`src/hw/rtl/pmpt_pkg.sv`:
```
`default_nettype none
package pmpt_pkg;

	localparam int POS_BITS = 12;
	localparam int SUM_BITS = POS_BITS + 2;

	localparam logic [7:0] ST_OUT_FULL = 8'h01;
	localparam logic [7:0] ST_AUX      = 8'h20;
	localparam logic [7:0] SYNC_BIT    = 8'h08;
	localparam logic [7:0] OVF_BITS    = 8'hC0;
	localparam logic [7:0] BTN_BITS    = 8'h07;

	localparam logic [POS_BITS-1:0] MAX_X_RST  = POS_BITS'(79);
	localparam logic [POS_BITS-1:0] MAX_Y_RST  = POS_BITS'(24);
	localparam logic [POS_BITS-1:0] CURS_X_RST = POS_BITS'(40);
	localparam logic [POS_BITS-1:0] CURS_Y_RST = POS_BITS'(12);

	typedef logic [1:0] cfg_idx_t;
	localparam cfg_idx_t REG_MAX_X   = 2'd0;
	localparam cfg_idx_t REG_MAX_Y   = 2'd1;
	localparam cfg_idx_t REG_START_X = 2'd2;
	localparam cfg_idx_t REG_START_Y = 2'd3;

	typedef struct packed {
		logic [7:0] status_byte;
		logic [7:0] data_byte;
	} in_item_t;

	typedef struct packed {
		logic [POS_BITS-1:0] pos_x;
		logic [POS_BITS-1:0] pos_y;
		logic [2:0]          button_bits;
	} out_item_t;

	typedef struct packed {
		logic                valid;
		cfg_idx_t            index;
		logic [POS_BITS-1:0] data;
	} cfg_req_t;

	// Handshake between the input register and the result register.
	typedef struct packed {
		logic fire;
	} flow_t;

endpackage
`default_nettype wire

```
`src/hw/rtl/pmpt_in_stage.sv`:
```
`default_nettype none
module pmpt_in_stage (
	input  wire logic             clk,
	input  wire logic             arst_n,
	input  wire logic             item_valid,
	output logic                  item_stall,
	input  wire pmpt_pkg::in_item_t item,
	input  wire logic             advance,
	output pmpt_pkg::flow_t       flow,
	output pmpt_pkg::in_item_t    item_s1
);
	import pmpt_pkg::*;

	logic valid_s1;

	assign item_stall   = valid_s1 & ~advance;
	assign flow.fire    = valid_s1 & advance;

	always_ff @(posedge clk or negedge arst_n) begin
		if (!arst_n) begin
			valid_s1 <= 1'b0;
		end else if (item_valid && !item_stall) begin
			valid_s1 <= 1'b1;
		end else if (advance) begin
			valid_s1 <= 1'b0;
		end
	end

	always_ff @(posedge clk) begin
		if (item_valid && !item_stall) begin
			item_s1 <= item;
		end
	end

endmodule
`default_nettype wire

```
`src/hw/rtl/pmpt_core.sv`:
```
`default_nettype none
module pmpt_core (
	input  wire logic               clk,
	input  wire logic               arst_n,
	input  wire pmpt_pkg::flow_t    flow,
	input  wire pmpt_pkg::in_item_t item_s1,
	input  wire pmpt_pkg::cfg_req_t cfg,
	output logic                    res_valid,
	output pmpt_pkg::out_item_t     res
);
	import pmpt_pkg::*;

	localparam logic [1:0] BP_HEAD = 2'd0;
	localparam logic [1:0] BP_DX   = 2'd1;
	localparam logic [1:0] BP_DY   = 2'd2;

	logic [1:0]          byte_pos_q, byte_pos_d;
	logic [7:0]          head_q, head_d;
	logic [7:0]          dx_q, dx_d;
	logic [POS_BITS-1:0] cur_x_q, cur_x_d;
	logic [POS_BITS-1:0] cur_y_q, cur_y_d;
	logic [2:0]          btn_q, btn_d;
	logic [POS_BITS-1:0] max_x_q, max_x_d;
	logic [POS_BITS-1:0] max_y_q, max_y_d;

	logic signed [SUM_BITS-1:0] sum_x;
	logic signed [SUM_BITS-1:0] sum_y;
	logic                       take;

	function automatic logic [POS_BITS-1:0] clamp_pos(
		input logic signed [SUM_BITS-1:0] v,
		input logic [POS_BITS-1:0] hi
	);
		logic signed [SUM_BITS-1:0] hi_s;
		hi_s = $signed({2'b00, hi});
		if (v < 0) begin
			return '0;
		end else if (v > hi_s) begin
			return hi;
		end
		return v[POS_BITS-1:0];
	endfunction

	assign sum_x = $signed({2'b00, cur_x_q})
		+ $signed({{(SUM_BITS-8){dx_q[7]}}, dx_q});
	assign sum_y = $signed({2'b00, cur_y_q})
		- $signed({{(SUM_BITS-8){item_s1.data_byte[7]}}, item_s1.data_byte});

	// Only aux bytes with output full take part in the packet.
	assign take = flow.fire
		&& ((item_s1.status_byte & ST_OUT_FULL) != 8'h00)
		&& ((item_s1.status_byte & ST_AUX) != 8'h00);

	always_comb begin
		byte_pos_d = byte_pos_q;
		head_d     = head_q;
		dx_d       = dx_q;
		cur_x_d    = cur_x_q;
		cur_y_d    = cur_y_q;
		btn_d      = btn_q;
		max_x_d    = max_x_q;
		max_y_d    = max_y_q;
		res_valid  = 1'b0;

		if (take) begin
			unique case (byte_pos_q)
				BP_HEAD: begin
					// Drop a head byte without the sync bit to regain alignment.
					if ((item_s1.data_byte & SYNC_BIT) != 8'h00) begin
						head_d     = item_s1.data_byte;
						byte_pos_d = BP_DX;
					end
				end
				BP_DX: begin
					dx_d       = item_s1.data_byte;
					byte_pos_d = BP_DY;
				end
				default: begin
					byte_pos_d = BP_HEAD;
					if ((head_q & OVF_BITS) == 8'h00) begin
						cur_x_d   = clamp_pos(sum_x, max_x_q);
						cur_y_d   = clamp_pos(sum_y, max_y_q);
						btn_d     = head_q[2:0] & BTN_BITS[2:0];
						res_valid = 1'b1;
					end
				end
			endcase
		end

		if (cfg.valid) begin
			unique case (cfg.index)
				REG_MAX_X:   max_x_d = cfg.data;
				REG_MAX_Y:   max_y_d = cfg.data;
				REG_START_X: cur_x_d = cfg.data;
				REG_START_Y: cur_y_d = cfg.data;
				default:     ;
			endcase
		end
	end

	assign res.pos_x       = cur_x_d;
	assign res.pos_y       = cur_y_d;
	assign res.button_bits = btn_d;

	always_ff @(posedge clk or negedge arst_n) begin
		if (!arst_n) begin
			byte_pos_q <= BP_HEAD;
			head_q     <= '0;
			dx_q       <= '0;
			cur_x_q    <= CURS_X_RST;
			cur_y_q    <= CURS_Y_RST;
			btn_q      <= '0;
			max_x_q    <= MAX_X_RST;
			max_y_q    <= MAX_Y_RST;
		end else begin
			byte_pos_q <= byte_pos_d;
			head_q     <= head_d;
			dx_q       <= dx_d;
			cur_x_q    <= cur_x_d;
			cur_y_q    <= cur_y_d;
			btn_q      <= btn_d;
			max_x_q    <= max_x_d;
			max_y_q    <= max_y_d;
		end
	end

endmodule
`default_nettype wire

```
`src/hw/rtl/pmpt_out_stage.sv`:
```
`default_nettype none
module pmpt_out_stage (
	input  wire logic                clk,
	input  wire logic                arst_n,
	input  wire pmpt_pkg::flow_t     flow,
	input  wire logic                res_valid,
	input  wire pmpt_pkg::out_item_t res,
	output logic                     advance,
	output logic                     result_valid,
	input  wire logic                result_stall,
	output pmpt_pkg::out_item_t      result
);
	import pmpt_pkg::*;

	logic      out_valid_q;
	out_item_t out_data_q;

	// Free when empty or when the held request leaves this cycle.
	assign advance      = ~out_valid_q | ~result_stall;
	assign result_valid = out_valid_q;
	assign result       = out_data_q;

	always_ff @(posedge clk or negedge arst_n) begin
		if (!arst_n) begin
			out_valid_q <= 1'b0;
		end else if (flow.fire && res_valid) begin
			out_valid_q <= 1'b1;
		end else if (!result_stall) begin
			out_valid_q <= 1'b0;
		end
	end

	always_ff @(posedge clk) begin
		if (flow.fire && res_valid) begin
			out_data_q <= res;
		end
	end

endmodule
`default_nettype wire

```
`src/hw/rtl/ps2_mouse_packet_tracker_top.sv`:
```
`default_nettype none
// PS/2 mouse packet tracker: each request carries a controller status byte and
// its data byte; aux bytes are gathered into three-byte packets, and each
// complete packet without overflow moves the clamped cursor and yields one
// result with position and buttons. One request is taken every cycle unless
// item_stall is high; the request that completes a packet is held in the input
// register, and its result then in the result register. A stalled result holds
// the input register, so item_stall follows result_stall in the same cycle.
// Register writes are always taken (cfg_ready is high) and must only come
// while no request is in flight.
module ps2_mouse_packet_tracker_top (
	input  wire logic                clk,
	input  wire logic                arst_n,
	input  wire logic                item_valid,
	output logic                     item_stall,
	input  wire pmpt_pkg::in_item_t  item,
	output logic                     result_valid,
	input  wire logic                result_stall,
	output pmpt_pkg::out_item_t      result,
	input  wire logic                cfg_valid,
	output logic                     cfg_ready,
	input  wire pmpt_pkg::cfg_idx_t  cfg_index,
	input  wire logic [pmpt_pkg::POS_BITS-1:0] cfg_data
);
	import pmpt_pkg::*;

	flow_t     flow;
	in_item_t  item_s1;
	cfg_req_t  cfg;
	logic      advance;
	logic      res_valid;
	out_item_t res;

	assign cfg_ready = 1'b1;
	assign cfg.valid = cfg_valid & cfg_ready;
	assign cfg.index = cfg_index;
	assign cfg.data  = cfg_data;

	pmpt_in_stage u_in (
		.clk        (clk),
		.arst_n     (arst_n),
		.item_valid (item_valid),
		.item_stall (item_stall),
		.item       (item),
		.advance    (advance),
		.flow       (flow),
		.item_s1    (item_s1)
	);

	pmpt_core u_core (
		.clk       (clk),
		.arst_n    (arst_n),
		.flow      (flow),
		.item_s1   (item_s1),
		.cfg       (cfg),
		.res_valid (res_valid),
		.res       (res)
	);

	pmpt_out_stage u_out (
		.clk          (clk),
		.arst_n       (arst_n),
		.flow         (flow),
		.res_valid    (res_valid),
		.res          (res),
		.advance      (advance),
		.result_valid (result_valid),
		.result_stall (result_stall),
		.result       (result)
	);

endmodule
`default_nettype wire

```
`config.mk`:
```
export PLATFORM = sky130hd
export DESIGN_NAME = ps2_mouse_packet_tracker_top
export DESIGN_NICKNAME = d
export VERILOG_FILES = /design/src/hw/rtl/pmpt_pkg.sv /design/src/hw/rtl/pmpt_in_stage.sv /design/src/hw/rtl/pmpt_core.sv /design/src/hw/rtl/pmpt_out_stage.sv /design/src/hw/rtl/ps2_mouse_packet_tracker_top.sv
export SDC_FILE = /design/constraint.sdc
export NUM_CORES = 1
export LEC_CHECK = 0
export BUFFER_PORTS_ARGS = -buffer_cell sky130_fd_sc_hd__buf_2
export CAP_MARGIN = 20
export CORE_UTILIZATION = 57
export CTS_BUF_LIST = sky130_fd_sc_hd__clkbuf_4 sky130_fd_sc_hd__clkbuf_8
export CTS_CLUSTER_SIZE = 30
export DETAILED_ROUTE_END_ITERATION = 7
export PLACE_DENSITY = 0.85
export SKIP_CTS_REPAIR_TIMING = 1
export SLEW_MARGIN = 10
export SYNTH_ARGS = -nofsm -noshare
export SYNTH_HDL_FRONTEND = slang
export SYNTH_SLANG_ARGS = --single-unit
```
`constraint.sdc`:
```
create_clock -name clk -period 6.3 [get_ports clk]
set_clock_uncertainty 0.15 [all_clocks]
set_input_delay 0.315 -clock clk [delete_from_list [all_inputs] [get_ports clk]]
set_output_delay 0.315 -clock clk [all_outputs]
set_load 0.05 [all_outputs]
```
# [Yosys cells after proc, flatten, opt, wreduce, memory -nomap -nowiden]
# Cells that the tools add are included.
[classes] n_mux=38 eq_ne=6 magnitude_cmp=4 div_mod_pow=0 add_sub_neg=2 n_reduce_logical=15 bitwise=6 n_mul=0 shifts=0
[ops] operator="$mux 12" count=16
[ops] operator="$gt 14x13->1" count=2
[ops] operator="$lt 14x1->1 const B" count=2
[ops] operator="$mux 1" count=17
[ops] operator="$add 13x8->14" count=1
[ops] operator="$sub 13x8->14" count=1
[ops] operator="$mux 3" count=3
[ops] operator="$logic_not 8->1" count=1
[ops] operator="$reduce_and 2->1" count=4
[ops] operator="$eq 2x1->1 const B" count=2
[ops] operator="$eq 2x2->1 const B" count=2
[ops] operator="$logic_and 1x1->1" count=4
[ops] operator="$logic_not 2->1" count=2
[ops] operator="$pmux 2 s2" count=1
[ops] operator="$not 1->1" count=3
[ops] operator="$reduce_and 3->1" count=1
[ops] operator="$and 1x1->1" count=2
[ops] operator="$mux 2" count=1
[ops] operator="$ne 2x1->1 const B" count=1
[ops] operator="$ne 2x2->1 const B" count=1
[ops] operator="$reduce_bool 2->1" count=1
[ops] operator="$reduce_or 2->1" count=1
[ops] operator="$logic_not 1->1" count=1
[ops] operator="$or 1x1->1" count=1
[totals] out_inout_bits=30 romBits=0 wordCells=86 ram_bits=0 n_memories=0 latchBits=0 ff_bits=112 inputBits=35

# [Logic depth before layout (Yosys ltp)]
# Gate-level depths: netlist of run 1.
[depth] depth_word=13 depth_mapped=21 mapped_depth_nobuf=20

# [By module]
# Synthesis of run 1 repeated with hierarchy kept, for this count alone.
[hier_totals] cells_unflattened=572 hier_area_um2=6082.1
[modules_own_cells] module="pmpt_core" area_per_inst_um2=4670.7 seq_area_each_um2=1665.3 instances=1 cells_per_inst=517
[modules_own_cells] module="pmpt_out_stage" area_per_inst_um2=855.8 seq_area_each_um2=835.8 instances=1 cells_per_inst=31
[modules_own_cells] module="pmpt_in_stage" area_per_inst_um2=544.3 seq_area_each_um2=505.5 instances=1 cells_per_inst=22
[modules_own_cells] module="ps2_mouse_packet_tracker_top" area_per_inst_um2=11.3 seq_area_each_um2=0.0 instances=1 cells_per_inst=2

# [Worst setup path after synthesis of run 1]
# Ideal clock, no wire load.
[synth_timing] kind="register to register" startpoint="register u_core.cur_y_q[0]" endpoint="register u_out.out_data_q (netlist bit u_out.result[6]) (data pin)" slack_ns=1.818 arrival_time_ns=4.194 setup_ns=0.138 stages_incl_launch_ff=22 n_path_buf=1 t_required_ns=6.012 synth_period_minus_slack_ns=4.482 cell_sequence="dfrtp_1 inv_1 ha_1 inv_1 fa_1 a21oi_1 o211ai_1 o41ai_1 nor2b_1 o21a_1 nor2_1 xnor2_1 ha_1 nand4_1 nor4_1 or3_2 o22ai_1 nor2b_1 or3_1 mux2i_4 buf_6 a221o_1"
[synth_rtl] item="start: declaration" line_no="pmpt_core.sv:21" rtl="logic [POS_BITS-1:0] cur_y_q, cur_y_d;"
[synth_rtl] item="start signal: assignment" line_no="pmpt_core.sv:120" rtl="cur_y_q <= cur_y_d;"
[synth_rtl] item="end signal: assignment" line_no="pmpt_out_stage.sv:35" rtl="out_data_q <= res;"
[synth_rtl] item="end: declaration" line_no="pmpt_out_stage.sv:16" rtl="out_item_t out_data_q;"

==> metrics.md, run 1 <==
| Metric | Value |
|---|---|
| Status | `finished with violations` |
| Violated checks | `hold timing` |
| Crit start category | `flop` |
| Async set or reset register ratio after synthesis | `0.648` |
| Die Y | `103 um` |
| Initial antenna violation count | `0` |
| WL final | `13.3 mm` |
| CTS Sinks | `105` |
| Seq/Total Area, Yosys | `0.488` |
| Syn Area/Cell | `10.8 um2` |
| M2 GR Usage | `0.453` |
| Hpwl dp | `9.06 mm` |
| Post-synth EDFFs | `37` |
| Pwr/cell area | `392 nW/um2` |
| Synth unique cells | `57` |
| Max_cap viols | `0` |
| Largest net degree at the start of global routing | `69` |
| Area leader, netlist | `dfrtp_1` |
| Cell total after placement | `718` |
| Hold Violations, Final | `15` |
| Crit path cell chain | `inv_1 -> ha_1 -> inv_1 -> fa_1 -> a21oi_1 -> o211ai_1 -> o41ai_1 -> nor2b_1 -> o21a_1 -> nor2_1 -> xnor2_1 -> ha_1 -> nand4_1 -> nor4_1 -> or3_2 -> o22ai_1 -> nor2b_1 -> or3_1 -> mux2i_4 -> a221o_2` |
| Fmax | `190 MHz` |
| GR Util met1 | `0.346` |
| Maximum clock insertion buffer count | `2` |
| GRT Total Usage | `0.264` |
| WHS | `-0.0141 ns` |
| Routed length per instance | `17.8 um` |
| Antenna-violating nets left | `0` |
| Synth top area share | `0.246` |
| Die Wd | `103 um` |
| Vias in the first global route | `4238` |
| Busiest grt layer | `met2` |
| #FFs+latches synth | `105` |
| Initial Util | `0.590` |
| Fillers | `731` |
| Vias per std cell | `5.91` |
| Peak supply drop | `0.257 mV` |
| Starting DRT DRC Count | `242` |
| Multi-input gate area | `2720 um2` |
| Slew headroom | `0.345` |
| Slowest cell on crit path | `o41ai_1` |
| Synth-to-Final Area Change | `13.2%` |
| Die footprint | `10600 um2` |
| Final worst path period share | `0.835` |
| Total negative setup slack | `0 ns` |
| Htree depth | `3` |
| # rows | `36` |
| Syn. warnings | `0` |
| Number of setup violations in the final report | `0` |
| RSZ-0062 raised after global routing | `no` |
| Synth Net Count | `623` |
| GPL Wtd Cong | `0.896` |
| Core area | `9820 um2` |
| CTS buffer count | `9` |
| Final Slew Violations | `0` |
| Vias | `4417` |
| CP max FO | `12` |
| Global-route track usage on met3 | `0.0386` |
| Dominant synthesized flop cell | `dfrtp_1` |
| Worst path required time | `6.38 ns` |
| HP Class | `in -> async` |
| Final std cells w/o fill | `747` |
| Detailed-route DRC error count | `0` |
| Fraction of layout cells with a size suffix above 1 | `0.214` |
| Top area cells in the synthesized netlist | `dfrtp_1 25%, edfxtp_1 19%, ha_1 11%` |
| Final net count | `695` |
| Syn Inst Count | `536` |
| Crit. End Element | `flop` |
| CP startpoint | `u_core.cur_y_q[0]` |
| Worst-path clk slew | `0.10 ns` |
| DR pass1 iterations | `5` |
| Port Buffers | `57` |
| Slowest stage delay, CP | `0.57 ns` |
| Top Ports | `65` |
| Grt ovf | `0` |
| Leak Pwr | `3.02 nW` |
| First-pass GRT wire length | `21.0 mm` |
| RR Startpoint | `u_core.cur_y_q[0]` |
| Reg area | `2830 um2` |
| CTS tree | `built` |
| Worst-margin pin slew | `0.981 ns` |
| Worst path arrival time | `5.34 ns` |
| Crit Path Class | `reg -> reg` |
| Clk root buf | `clkbuf_8` |
| Min Tclk post-route | `5.26 ns` |
| Post-Syn Area | `5790 um2` |
| Worst skew pair latency | `0.37 ns` |
-- cells in the mapped netlist, types with 3 or more instances --
library cell and instances:
inv_1 42, nor2_1 28, clkbuf_1 5, nand3_1 4, a221o_1 22, o21bai_1 4, mux2_2 26, nor2b_1 5
buf_1 3, a21o_1 13, a211oi_1 6, xnor2_1 11, xor2_1 8, o21ai_0 34, nor3b_1 3, dfstp_2 11
nand2b_1 3, edfxtp_1 37, nand2_1 72, nor3_1 6, dfrtp_1 57, nand4_1 5, o21a_1 6, ha_1 50
a21oi_1 32
-- metal layers --
metal | vias to the layer above | share of wire
li1 | 2073 | -
met3 | 22 | 0.057
met4 | 0 | 0.016
met1 | 2144 | 0.41
met5 | - | 0
met2 | 178 | 0.51
-- power breakdown --
part           switching (W)  internal [W]
Sequential         0.0000973      0.000855
Clock               0.000233      0.000230
Combinational       0.000640      0.000518
-- stage by stage --
stage               cell area (um2)  utilization  setup slack [ns]  power, W
detailed placement             6220        0.634              1.20   0.00208
global route                   6560        0.668             0.780   0.00277
finish                         6560        0.668              1.04   0.00257
CTS                            6440        0.656              1.14   0.00255
global placement               6220        0.634              1.27   0.00202
floorplan                      5790            -              1.82   0.00181
-- critical path: cells and delay by family, from the launching register on --
kind                       cells  cell delay, ns
xor gates and xnor gates       1            0.17
and+or+nand+nor                7            1.32
DFF                            1            0.40
buffers and inverters          2            0.12
adders and majority gates      3            0.88
muxes                          1            0.43
AOI/OAI and AO/OA              6            1.66
-- state kept, by name, indices dropped and copies added (netlist names) --
name and count:
u_core.btn_q 3, u_core.byte_pos_q 2, u_core.cur_x_q 12, u_core.cur_y_q 12
u_core.dx_q 8, u_core.head_q 5, u_core.max_x_q 12, u_core.max_y_q 12
u_in.item_s1 10, u_in.valid_s1 1, u_out.result 27, u_out.result_valid 1
-- layout make-up --
| type | instances | share of cell area |
|---|---|---|
| Sequential cell | 105 | 0.431 |
| Multi-Input combinational cell | 373 | 0.415 |
| Timing Repair Buffer | 76 | 0.0690 |
| Inverter | 43 | 0.0257 |
| Tap cell | 133 | 0.0254 |
| Clock buffer | 10 | 0.0200 |
| Clock inverter | 6 | 0.0139 |
| Antenna cell | 1 | 0.000381 |
-- path summary, 6_finish.rpt --
check / end / slack [ns] / cells past startpoint
worst max-delay path: u_out.result[3] / 1.04 / 20
min in group clk: u_core.max_x_q[1] / 0.05 / 3
worst max register to register: u_out.result[3] / 1.04 / 20
worst min-delay path: u_core.cur_y_q[7] / -0.01 / 2
worst min register to register: u_core.btn_q[1] / 0.33 / 2
max in group asynchronous: u_core.cur_x_q[2] / 5.47 / 2
-- layout by cell type (no fill, tap or decap), types with 3 or more instances in the layout --
| cell | instances |
|---|---|
| nand2b_1 | 3 |
| nand2_1 | 72 |
| nor3_1 | 6 |
| nand4_1 | 5 |
| nor2_1 | 28 |
| buf_4 | 7 |
| clkbuf_8 | 9 |
| xor2_1 | 8 |
| dlygate4sd3_1 | 11 |
| a21oi_1 | 32 |
| ha_1 | 50 |
| xnor2_1 | 11 |
| dfstp_2 | 11 |
| nor2b_1 | 5 |
| o21bai_1 | 4 |
| edfxtp_1 | 37 |
| o21a_1 | 6 |
| inv_1 | 42 |
| mux2_2 | 26 |
| a21o_1 | 13 |
| buf_2 | 57 |
| dfrtp_1 | 57 |
| o21ai_0 | 34 |
| a211oi_1 | 5 |
| a221o_1 | 22 |
| nand3_1 | 4 |
-- cells by family (layout without fill, tap and decap cells) --
logic type | count (synthesis) | count (layout) | synth area share
AOI/OAI and AO/OA | 133 | 133 | 0.158
xor gates and xnor gates | 19 | 19 | 0.0287
adders and majority gates | 52 | 52 | 0.115
buffers and inverters | 58 | 135 | 0.0443
DFF | 105 | 105 | 0.488
muxes | 28 | 28 | 0.0561
other | 1 | 2 | 0.000647
and+or+nand+nor | 140 | 140 | 0.110
Note: power is estimated with default switching activity, not from simulation.
==> inputs of run 2 (changes only) <==
--- a/config.mk
+++ b/config.mk
@@ -7,11 +7,11 @@
 export LEC_CHECK = 0
 export BUFFER_PORTS_ARGS = -buffer_cell sky130_fd_sc_hd__buf_2
 export CAP_MARGIN = 20
-export CORE_UTILIZATION = 57
+export CORE_UTILIZATION = 55
 export CTS_BUF_LIST = sky130_fd_sc_hd__clkbuf_4 sky130_fd_sc_hd__clkbuf_8
 export CTS_CLUSTER_SIZE = 30
 export DETAILED_ROUTE_END_ITERATION = 7
-export PLACE_DENSITY = 0.85
+export PLACE_DENSITY = 0.86
 export SKIP_CTS_REPAIR_TIMING = 1
 export SLEW_MARGIN = 10
 export SYNTH_ARGS = -nofsm -noshare
==> constraint.sdc (replaced) <==
create_clock -name clk -period 4.4 [get_ports clk]
set_clock_uncertainty 0.15 [all_clocks]
set_input_delay 0.22 -clock clk [delete_from_list [all_inputs] [get_ports clk]]
set_output_delay 0.22 -clock clk [all_outputs]
set_load 0.05 [all_outputs]
==> run 2 against run 1 <==
- maximum frequency rose by 15%
- first-iteration DRC count rose by 68%
- utilization rose by 1.1 points
- setup slack got worse by 1.2 ns
- the flow finishes with violations (hold timing, setup timing)
- register-to-register slack got worse by 1.2 ns
- sequential power rose by 45%
- combinational power rose by 73%
- clock-buffer cell count fell by 1
- via count rose by 9.3%
- design area rose by 6.4%
- final cell count rose by 4.8%
==> metrics.md, run 2 (synthesis gave the netlist of run 1 again) <==
| Metric | Value |
|---|---|
| Max reg flops | `27 (unchanged)` |
| Min Tclk post-route | `4.56 ns (-0.696 ns)` |
| Final WS setup | `-0.162 ns (-1.20 ns)` |
| HP Class | `in -> reg` |
| Fillers | `726 (-0.68%)` |
| Leak Pwr | `3.21 nW (+6.6%)` |
| Die Wd | `105 um (+1.8%)` |
| Slowest stage delay, CP | `0.44 ns (-0.13 ns)` |
| Crit path max-delay family | `simple AND/OR/NAND/NOR gates` |
| Core area | `10300 um2 (+4.7%)` |
| Final std cells w/o fill | `783 (+4.8%)` |
| Hpwl dp | `10.3 mm (+13%)` |
| CTS buffer count | `9 (unchanged)` |
| RSZ-0062 raised after global routing | `yes` |
| Vias | `4828 (+9.3%)` |
| Maximum clock insertion buffer count | `2 (unchanged)` |
| Crit start category | `flop` |
| Cell total after placement | `736 (+2.5%)` |
| CTS Sinks | `105 (unchanged)` |
| Final net count | `729 (+4.9%)` |
| Slowest cell on crit path | `or3_4` |
| WL final | `16.0 mm (+21%)` |
| Top Ports | `65 (unchanged)` |
| GRT Total Usage | `0.266 (+0.00126)` |
| Initial Util | `0.564 (-0.0263)` |
| Max_cap viols | `0 (unchanged)` |
| Vias in the first global route | `4605 (+8.7%)` |
| Port Buffers | `57 (unchanged)` |
| Peak supply drop | `0.370 mV (+44%)` |
| Die Y | `105 um (+1.8%)` |
| Largest net degree at the start of global routing | `45 (-35%)` |
| Crit path cell chain | `inv_2 -> ha_4 -> inv_2 -> fa_2 -> a21oi_2 -> o211ai_1 -> o41ai_2 -> nor2b_1 -> o21a_1 -> nor2_1 -> xnor2_1 -> ha_1 -> nand4_1 -> or3_4 -> o22ai_4 -> nor2b_1 -> or3_4 -> mux2i_4 -> buf_6 -> a221o_2` |
| Worst skew pair latency | `0.38 ns (about the same)` |
| Util after Layout | `0.679 (+0.0113)` |
| Slew headroom | `0.500 (+0.155)` |
| DR pass1 iterations | `5 (unchanged)` |
| Worst-path clk slew | `0.11 ns (about the same)` |
| Detailed-route DRC error count | `0 (unchanged)` |
| Worst path arrival time | `4.66 ns (-0.68 ns)` |
| Htree depth | `3 (unchanged)` |
| Hold Violations, Final | `5 (-10)` |
| Vias per std cell | `6.17 (+4.3%)` |
| Fmax | `219 MHz (+15%)` |
| Commonest non-fill, non-tap cells in the layout | `72 x nand2_1, 57 x buf_2, 57 x dfrtp_1, 48 x ha_1, 40 x inv_1` |
| Initial antenna violation count | `0 (unchanged)` |
| Status | `finished with violations` |
| Worst-margin pin slew | `0.748 ns (-0.233 ns)` |
| Starting DRT DRC Count | `407 (+68%)` |
| Crit Path Class | `reg -> reg` |
| WHS | `-0.0464 ns (-0.0323 ns)` |
| Grt ovf | `0 (unchanged)` |
| Most common cell after layout, fill and taps aside | `nand2_1` |
| # rows | `37 (+2.8%)` |
| Crit. End Element | `flop` |
| GPL Wtd Cong | `0.947 (+5.7%)` |
| Worst path required time | `4.49 ns (-1.89 ns)` |
| Fraction of layout cells with a size suffix above 1 | `0.272 (+0.0583)` |
| Pwr/cell area | `578 nW/um2 (+47%)` |
| Clk root buf | `clkbuf_8` |
| Antenna-violating nets left | `0 (unchanged)` |
| First-pass GRT wire length | `22.7 mm (+8.4%)` |
| Buffers & Inverters on Critical Path | `3 (+1)` |
| CTS tree | `built` |
| Routed length per instance | `20.5 um (+15%)` |
| Number of setup violations in the final report | `26 (+26)` |
| Die footprint | `10900 um2 (+3.6%)` |
| Total negative setup slack | `-2.45 ns (-2.45 ns)` |
| Synth-to-Final Area Change | `20.5%` |
| Violated checks | `hold timing, setup timing` |
| Final worst path period share | `1.04 (+0.202)` |
| CP max FO | `4 (-8)` |
| Final Slew Violations | `0 (unchanged)` |
| # diodes | `0 (-1)` |
run 2: worst reg2reg max path, cell delays in order, from the launching register on:
cell and delay, ns:
dfrtp_1 0.42, inv_2 0.08, ha_4 0.13, inv_2 0.03, fa_2 0.35, a21oi_2 0.16
o211ai_1 0.14, o41ai_2 0.34, nor2b_1 0.11, o21a_1 0.19, nor2_1 0.13, xnor2_1 0.12
ha_1 0.31, nand4_1 0.19, or3_4 0.44, o22ai_4 0.16, nor2b_1 0.09, or3_4 0.35
mux2i_4 0.19, buf_6 0.15, a221o_2 0.18
run 2: path summary, 6_finish.rpt:
kind                              startpoint                    to  slack, ns  depth (start not counted)
max in group asynchronous             arst_n     u_core.cur_y_q[2]       3.38                          3
min in group asynchronous             arst_n  u_core.byte_pos_q[1]       0.07                          2
setup reg to reg           u_core.cur_y_q[0]       u_out.result[3]      -0.16                         20
setup / recovery           u_core.cur_y_q[0]       u_out.result[3]      -0.16                         20
hold / removal                   cfg_data[6]     u_core.max_x_q[6]      -0.05                          3
hold reg to reg              u_core.btn_q[1]       u_core.btn_q[1]       0.35                          2
run 2: cell type report:
type	instances	area, um2	share of cell area
Clock buffer	9	124	0.0177
Clock inverter	7	87.6	0.0125
Inverter	43	169	0.0242
Multi-Input combinational cell	374	2860	0.410
Sequential cell	105	2830	0.405
Tap cell	136	170	0.0244
Timing Repair Buffer	109	743	0.106
run 2: report_power, final:
part	total, W	internal (W)	leakage (nW)	switching, W
Combinational	0.00201	0.000904	1.96	0.00110
Sequential	0.00138	0.00122	1.15	0.000152
Clock	0.000653	0.000276	0.105	0.000378
run 2: per-layer routing:
metal  vias up  GRT usage  part of all wire
li1       2132          -                 -
met1      2368      0.342              0.38
met2       270      0.462              0.51
met3        58     0.0368             0.078
met4         0     0.0885             0.040
met5         -          0                 0
run 2: through the flow:
stage	total power [W]	area, um2	setup WS [ns]
6_report	0.00404	6980	-0.162
5_1_grt	0.00429	6980	-0.333
4_1_cts	0.00370	6550	-0.596
3_5_place_dp	0.00305	6340	-0.421
3_3_place_gp	0.00294	6340	-0.226
2_1_floorplan	0.00260	5800	0.0533
==> inputs of run 3 (changes only) <==
--- a/config.mk
+++ b/config.mk
@@ -5,9 +5,10 @@
 export SDC_FILE = /design/constraint.sdc
 export NUM_CORES = 1
 export LEC_CHECK = 0
+export ABC_AREA = 1
 export BUFFER_PORTS_ARGS = -buffer_cell sky130_fd_sc_hd__buf_2
 export CAP_MARGIN = 20
-export CORE_UTILIZATION = 55
+export CORE_UTILIZATION = 56
 export CTS_BUF_LIST = sky130_fd_sc_hd__clkbuf_4 sky130_fd_sc_hd__clkbuf_8
 export CTS_CLUSTER_SIZE = 30
 export DETAILED_ROUTE_END_ITERATION = 7
==> run 3 against run 2 <==
- the flow finishes with violations (hold timing)
- via count is 18% higher
- clock power down 9.2%
- sequential cell count unchanged
- area after synthesis rose by 14%
- sequential share of layout area down 2.0 points
- sequential power is essentially flat
- highest routed layer unchanged
- final cell count grew 32%
==> metrics.md, run 3 <==
| Metric | Value |
|---|---|
| Status | `finished with violations` |
| Violated checks | `hold timing` |
| WHS Path Cells | `3 (unchanged)` |
| DR pass1 iterations | `5 (unchanged)` |
| Pint | `0.00240 W (-0.27%)` |
| Syn Inst Count | `823 (+54%)` |
| Worst flop-to-flop path endpoint | `u_out.result[15]` |
| Switching Fraction | `0.482 (+0.0776)` |
| CTS buffer count | `9 (unchanged)` |
| Initial Util | `0.575 (+0.0117)` |
| Crit path cell chain | `ha_1 -> fa_1 -> nand3_1 -> nand2_1 -> nand2_1 -> nand3_1 -> nand2_1 -> nand3_1 -> nand2_1 -> inv_1 -> ha_1 -> nand2_1 -> nor3_1 -> nand4_1 -> nand2_1 -> nand2_4 -> nand2_1 -> nand3_1 -> a21oi_1` |
| Final worst path period share | `0.944 (-0.0923)` |
| Crit path max-delay family | `simple AND/OR/NAND/NOR gates` |
| Busiest grt layer | `met2` |
| Core area | `11500 um2 (+12%)` |
| WL final | `16.1 mm (+0.48%)` |
| Peak supply drop | `0.436 mV (+18%)` |
| Async set or reset register ratio after synthesis | `0.648 (unchanged)` |
| Crit Path Class | `reg -> reg` |
| Post-synth EDFFs | `37 (unchanged)` |
| Pwr/cell area | `631 nW/um2 (+9.1%)` |
| Max reg flops | `27 (unchanged)` |
| Cell total after placement | `1001 (+36%)` |
| Worst-path clk slew | `0.11 ns (about the same)` |
| Top Ports | `65 (unchanged)` |
| Fmax | `241 MHz (+9.8%)` |
| Final Total Pwr | `0.00463 W (+15%)` |
| Crit. End Element | `flop` |
| Synth top area share | `0.216 (-0.0300)` |
| Synth-to-Final Area Change | `11.2%` |
| Final std cells w/o fill | `1037 (+32%)` |
| Die footprint | `12200 um2 (+12%)` |
| Crit start category | `flop` |
| Worst skew pair latency | `0.40 ns (+0.02 ns)` |
| M2 GR Usage | `0.439 (-0.0232)` |
| Post-Syn Area | `6600 um2 (+14%)` |
| CTS tree | `built` |
| Logic pwr share | `0.568 (+0.071)` |
| Sw Pwr | `0.00223 W (+37%)` |
| Synth cell count leaders | `216 x nand2_1, 124 x inv_1, 62 x nand3_1, 57 x dfrtp_1, 51 x nor2_1` |
| RR Startpoint | `u_core.dx_q[0]` |
| Clock Power Share | `0.128 (-0.034)` |
| CTS Sinks | `105 (unchanged)` |
| Final instance area | `7340 um2 (+5.1%)` |
| Vias | `5698 (+18%)` |
| # rows | `39 (+5.4%)` |
| Buffers & Inverters on Critical Path | `1 (-2)` |
| Slew headroom | `0.277 (-0.223)` |
| Slowest cell on crit path | `fa_1` |
| Worst path required time | `4.45 ns (-0.04 ns)` |
| Dominant synthesized flop cell | `dfrtp_1` |
| Dpl ws | `0.490 ns (+0.911 ns)` |
| Final Slew Violations | `0 (unchanged)` |
| Worst-margin pin slew | `1.08 ns (+0.335 ns)` |
| Fillers | `917 (+26%)` |
| Final WS setup | `0.244 ns (+0.406 ns)` |
| Reg area | `2830 um2 (unchanged)` |
| Htree depth | `3 (unchanged)` |
| GPL Wtd Cong | `0.912 (-3.8%)` |
| First-pass GRT wire length | `25.5 mm (+12%)` |
| Number of setup violations in the final report | `0 (-100%)` |
| Port Buffers | `57 (unchanged)` |
| Min Tclk post-route | `4.16 ns (-0.406 ns)` |
| Max_cap viols | `0 (unchanged)` |
| Count leader, synth | `nand2_1` |
| WHS Endpoint | `u_core.max_x_q[6]` |
| Reg2Reg Depth | `19 (-5.0%)` |
| Detailed-route DRC error count | `0 (unchanged)` |
| Flop pwr share | `0.304 (-0.037)` |
| Top area cells in the synthesized netlist | `dfrtp_1 22%, edfxtp_1 17%, nand2_1 12%` |
| Hold path start | `cfg_data[6]` |
| Final net count | `976 (+34%)` |
| Global-route track usage on met3 | `0.0434 (+0.00655)` |
| Worst path arrival time | `4.21 ns (-0.45 ns)` |
| Maximum clock insertion buffer count | `2 (unchanged)` |
| WHS | `-0.0433 ns (+0.00305 ns)` |
| CP max FO | `13 (+9)` |
| Initial antenna violation count | `0 (unchanged)` |
| Total negative setup slack | `0 ns (+2.45 ns)` |
| Synth Net Count | `910 (+46%)` |
| Largest net degree at the start of global routing | `55 (+22%)` |
| Vias in the first global route | `5452 (+18%)` |
| Commonest non-fill, non-tap cells in the layout | `216 x nand2_1, 124 x inv_1, 62 x nand3_1, 57 x buf_2, 57 x dfrtp_1` |
| Die Y | `111 um (+5.6%)` |
| GRT Total Usage | `0.262 (-0.00345)` |
| Fraction of layout cells with a size suffix above 1 | `0.153 (-0.119)` |
| Antenna-violating nets left | `0 (unchanged)` |
| Most frequent cell on the critical path | `nand2_1` |
| Syn. warnings | `0 (unchanged)` |
| Clk root buf | `clkbuf_8` |
| Hpwl dp | `11.2 mm (+9.5%)` |
| Synth unique cells | `36 (-37%)` |
| Grt ovf | `0 (unchanged)` |
| Syn Area/Cell | `8.02 um2 (-26%)` |
| Seq/Total Area, Yosys | `0.428 (-0.0595)` |
| Area leader, netlist | `dfrtp_1` |
| DP Area | `6950 um2 (+9.6%)` |
| Routed length per instance | `15.5 um (-24%)` |
| RSZ-0062 raised after global routing | `no` |
| Hold Violations, Final | `1 (-4)` |
| Slowest stage delay, CP | `0.47 ns (+0.03 ns)` |
| Most common cell after layout, fill and taps aside | `nand2_1` |
| #FFs+latches synth | `105 (unchanged)` |
| Die Wd | `111 um (+5.6%)` |
| Leak Pwr | `3.73 nW (+16%)` |
| Internal reg-to-reg setup slack | `0.24 ns (+0.41 ns)` |
| Vias per std cell | `5.49 (-11%)` |
| GR Util met1 | `0.322 (-0.0205)` |
| Starting DRT DRC Count | `549 (+35%)` |
| HP Class | `in -> reg` |
| # diodes | `0 (unchanged)` |
| Multi-input gate area | `3140 um2 (+9.8%)` |
[run 3: worst register-to-register path, cell delays in order, from the launching register on]
cell and delay, ns:
dfrtp_1 0.43, ha_1 0.24, fa_1 0.47, nand3_1 0.09, nand2_1 0.13, nand2_1 0.09
nand3_1 0.10, nand2_1 0.10, nand3_1 0.07, nand2_1 0.12, inv_1 0.05, ha_1 0.27
nand2_1 0.08, nor3_1 0.39, nand4_1 0.13, nand2_1 0.43, nand2_4 0.20, nand2_1 0.12
nand3_1 0.07, a21oi_1 0.25
[run 3: logic make-up (layout without fill, tap and decap cells)]
group           after synthesis  in the layout  synth area share
simple gates                376            376             0.251
xor+xnor                     13             13            0.0173
compound gates              120            120             0.107
buf+inv                     156            227            0.0954
flops                       105            105             0.428
fa+ha+maj                    52             52             0.101
other cells                   1              1          0.000568
[run 3: per-stage QoR]
step	utilization	hold slack (ns)
2_1_floorplan	-	-0.226
3_3_place_gp	0.606	0.249
3_5_place_dp	0.606	0.248
4_1_cts	0.622	-0.161
5_1_grt	0.640	0.0110
6_report	0.640	-0.0433
[run 3: layer usage]
layer | share of wire | vias up
met5 | 0 | -
met4 | 0.047 | 0
met3 | 0.053 | 59
met2 | 0.49 | 225
met1 | 0.41 | 2626
li1 | - | 2788
[run 3: cell type report]
| cell class | count | share of cell area |
|---|---|---|
| Clock inverter | 7 | 0.00784 |
| Inverter | 131 | 0.0670 |
| Timing Repair Buffer | 80 | 0.0706 |
| Tap cell | 143 | 0.0244 |
| Sequential cell | 105 | 0.385 |
| Multi-Input combinational cell | 562 | 0.428 |
| Clock buffer | 9 | 0.0169 |
[run 3: how the worst max path moves through the flow]
| stage | start | end | cells past startpoint |
|---|---|---|---|
| after floorplan | u_core.cur_x_q[0] | u_out.result[20] | 19 |
| after global placement | u_in.item_s1[0] | u_out.result[13] | 18 |
| after detailed placement | u_in.item_s1[0] | u_out.result[13] | 17 |
| after CTS | u_core.dx_q[0] | u_out.result[15] | 19 |
| after global routing | u_core.dx_q[0] | u_out.result[15] | 19 |
| final | u_core.dx_q[0] | u_out.result[15] | 19 |
[run 3: power by group through the flow]
stage,Sequential (W),Clock (W),Combinational (W)
floorplan,0.00138,0,0.00208
global placement,0.00141,0,0.00248
detailed placement,0.00141,0,0.00254
CTS,0.00140,0.000588,0.00258
global route,0.00143,0.000626,0.00301
finish,0.00141,0.000593,0.00263
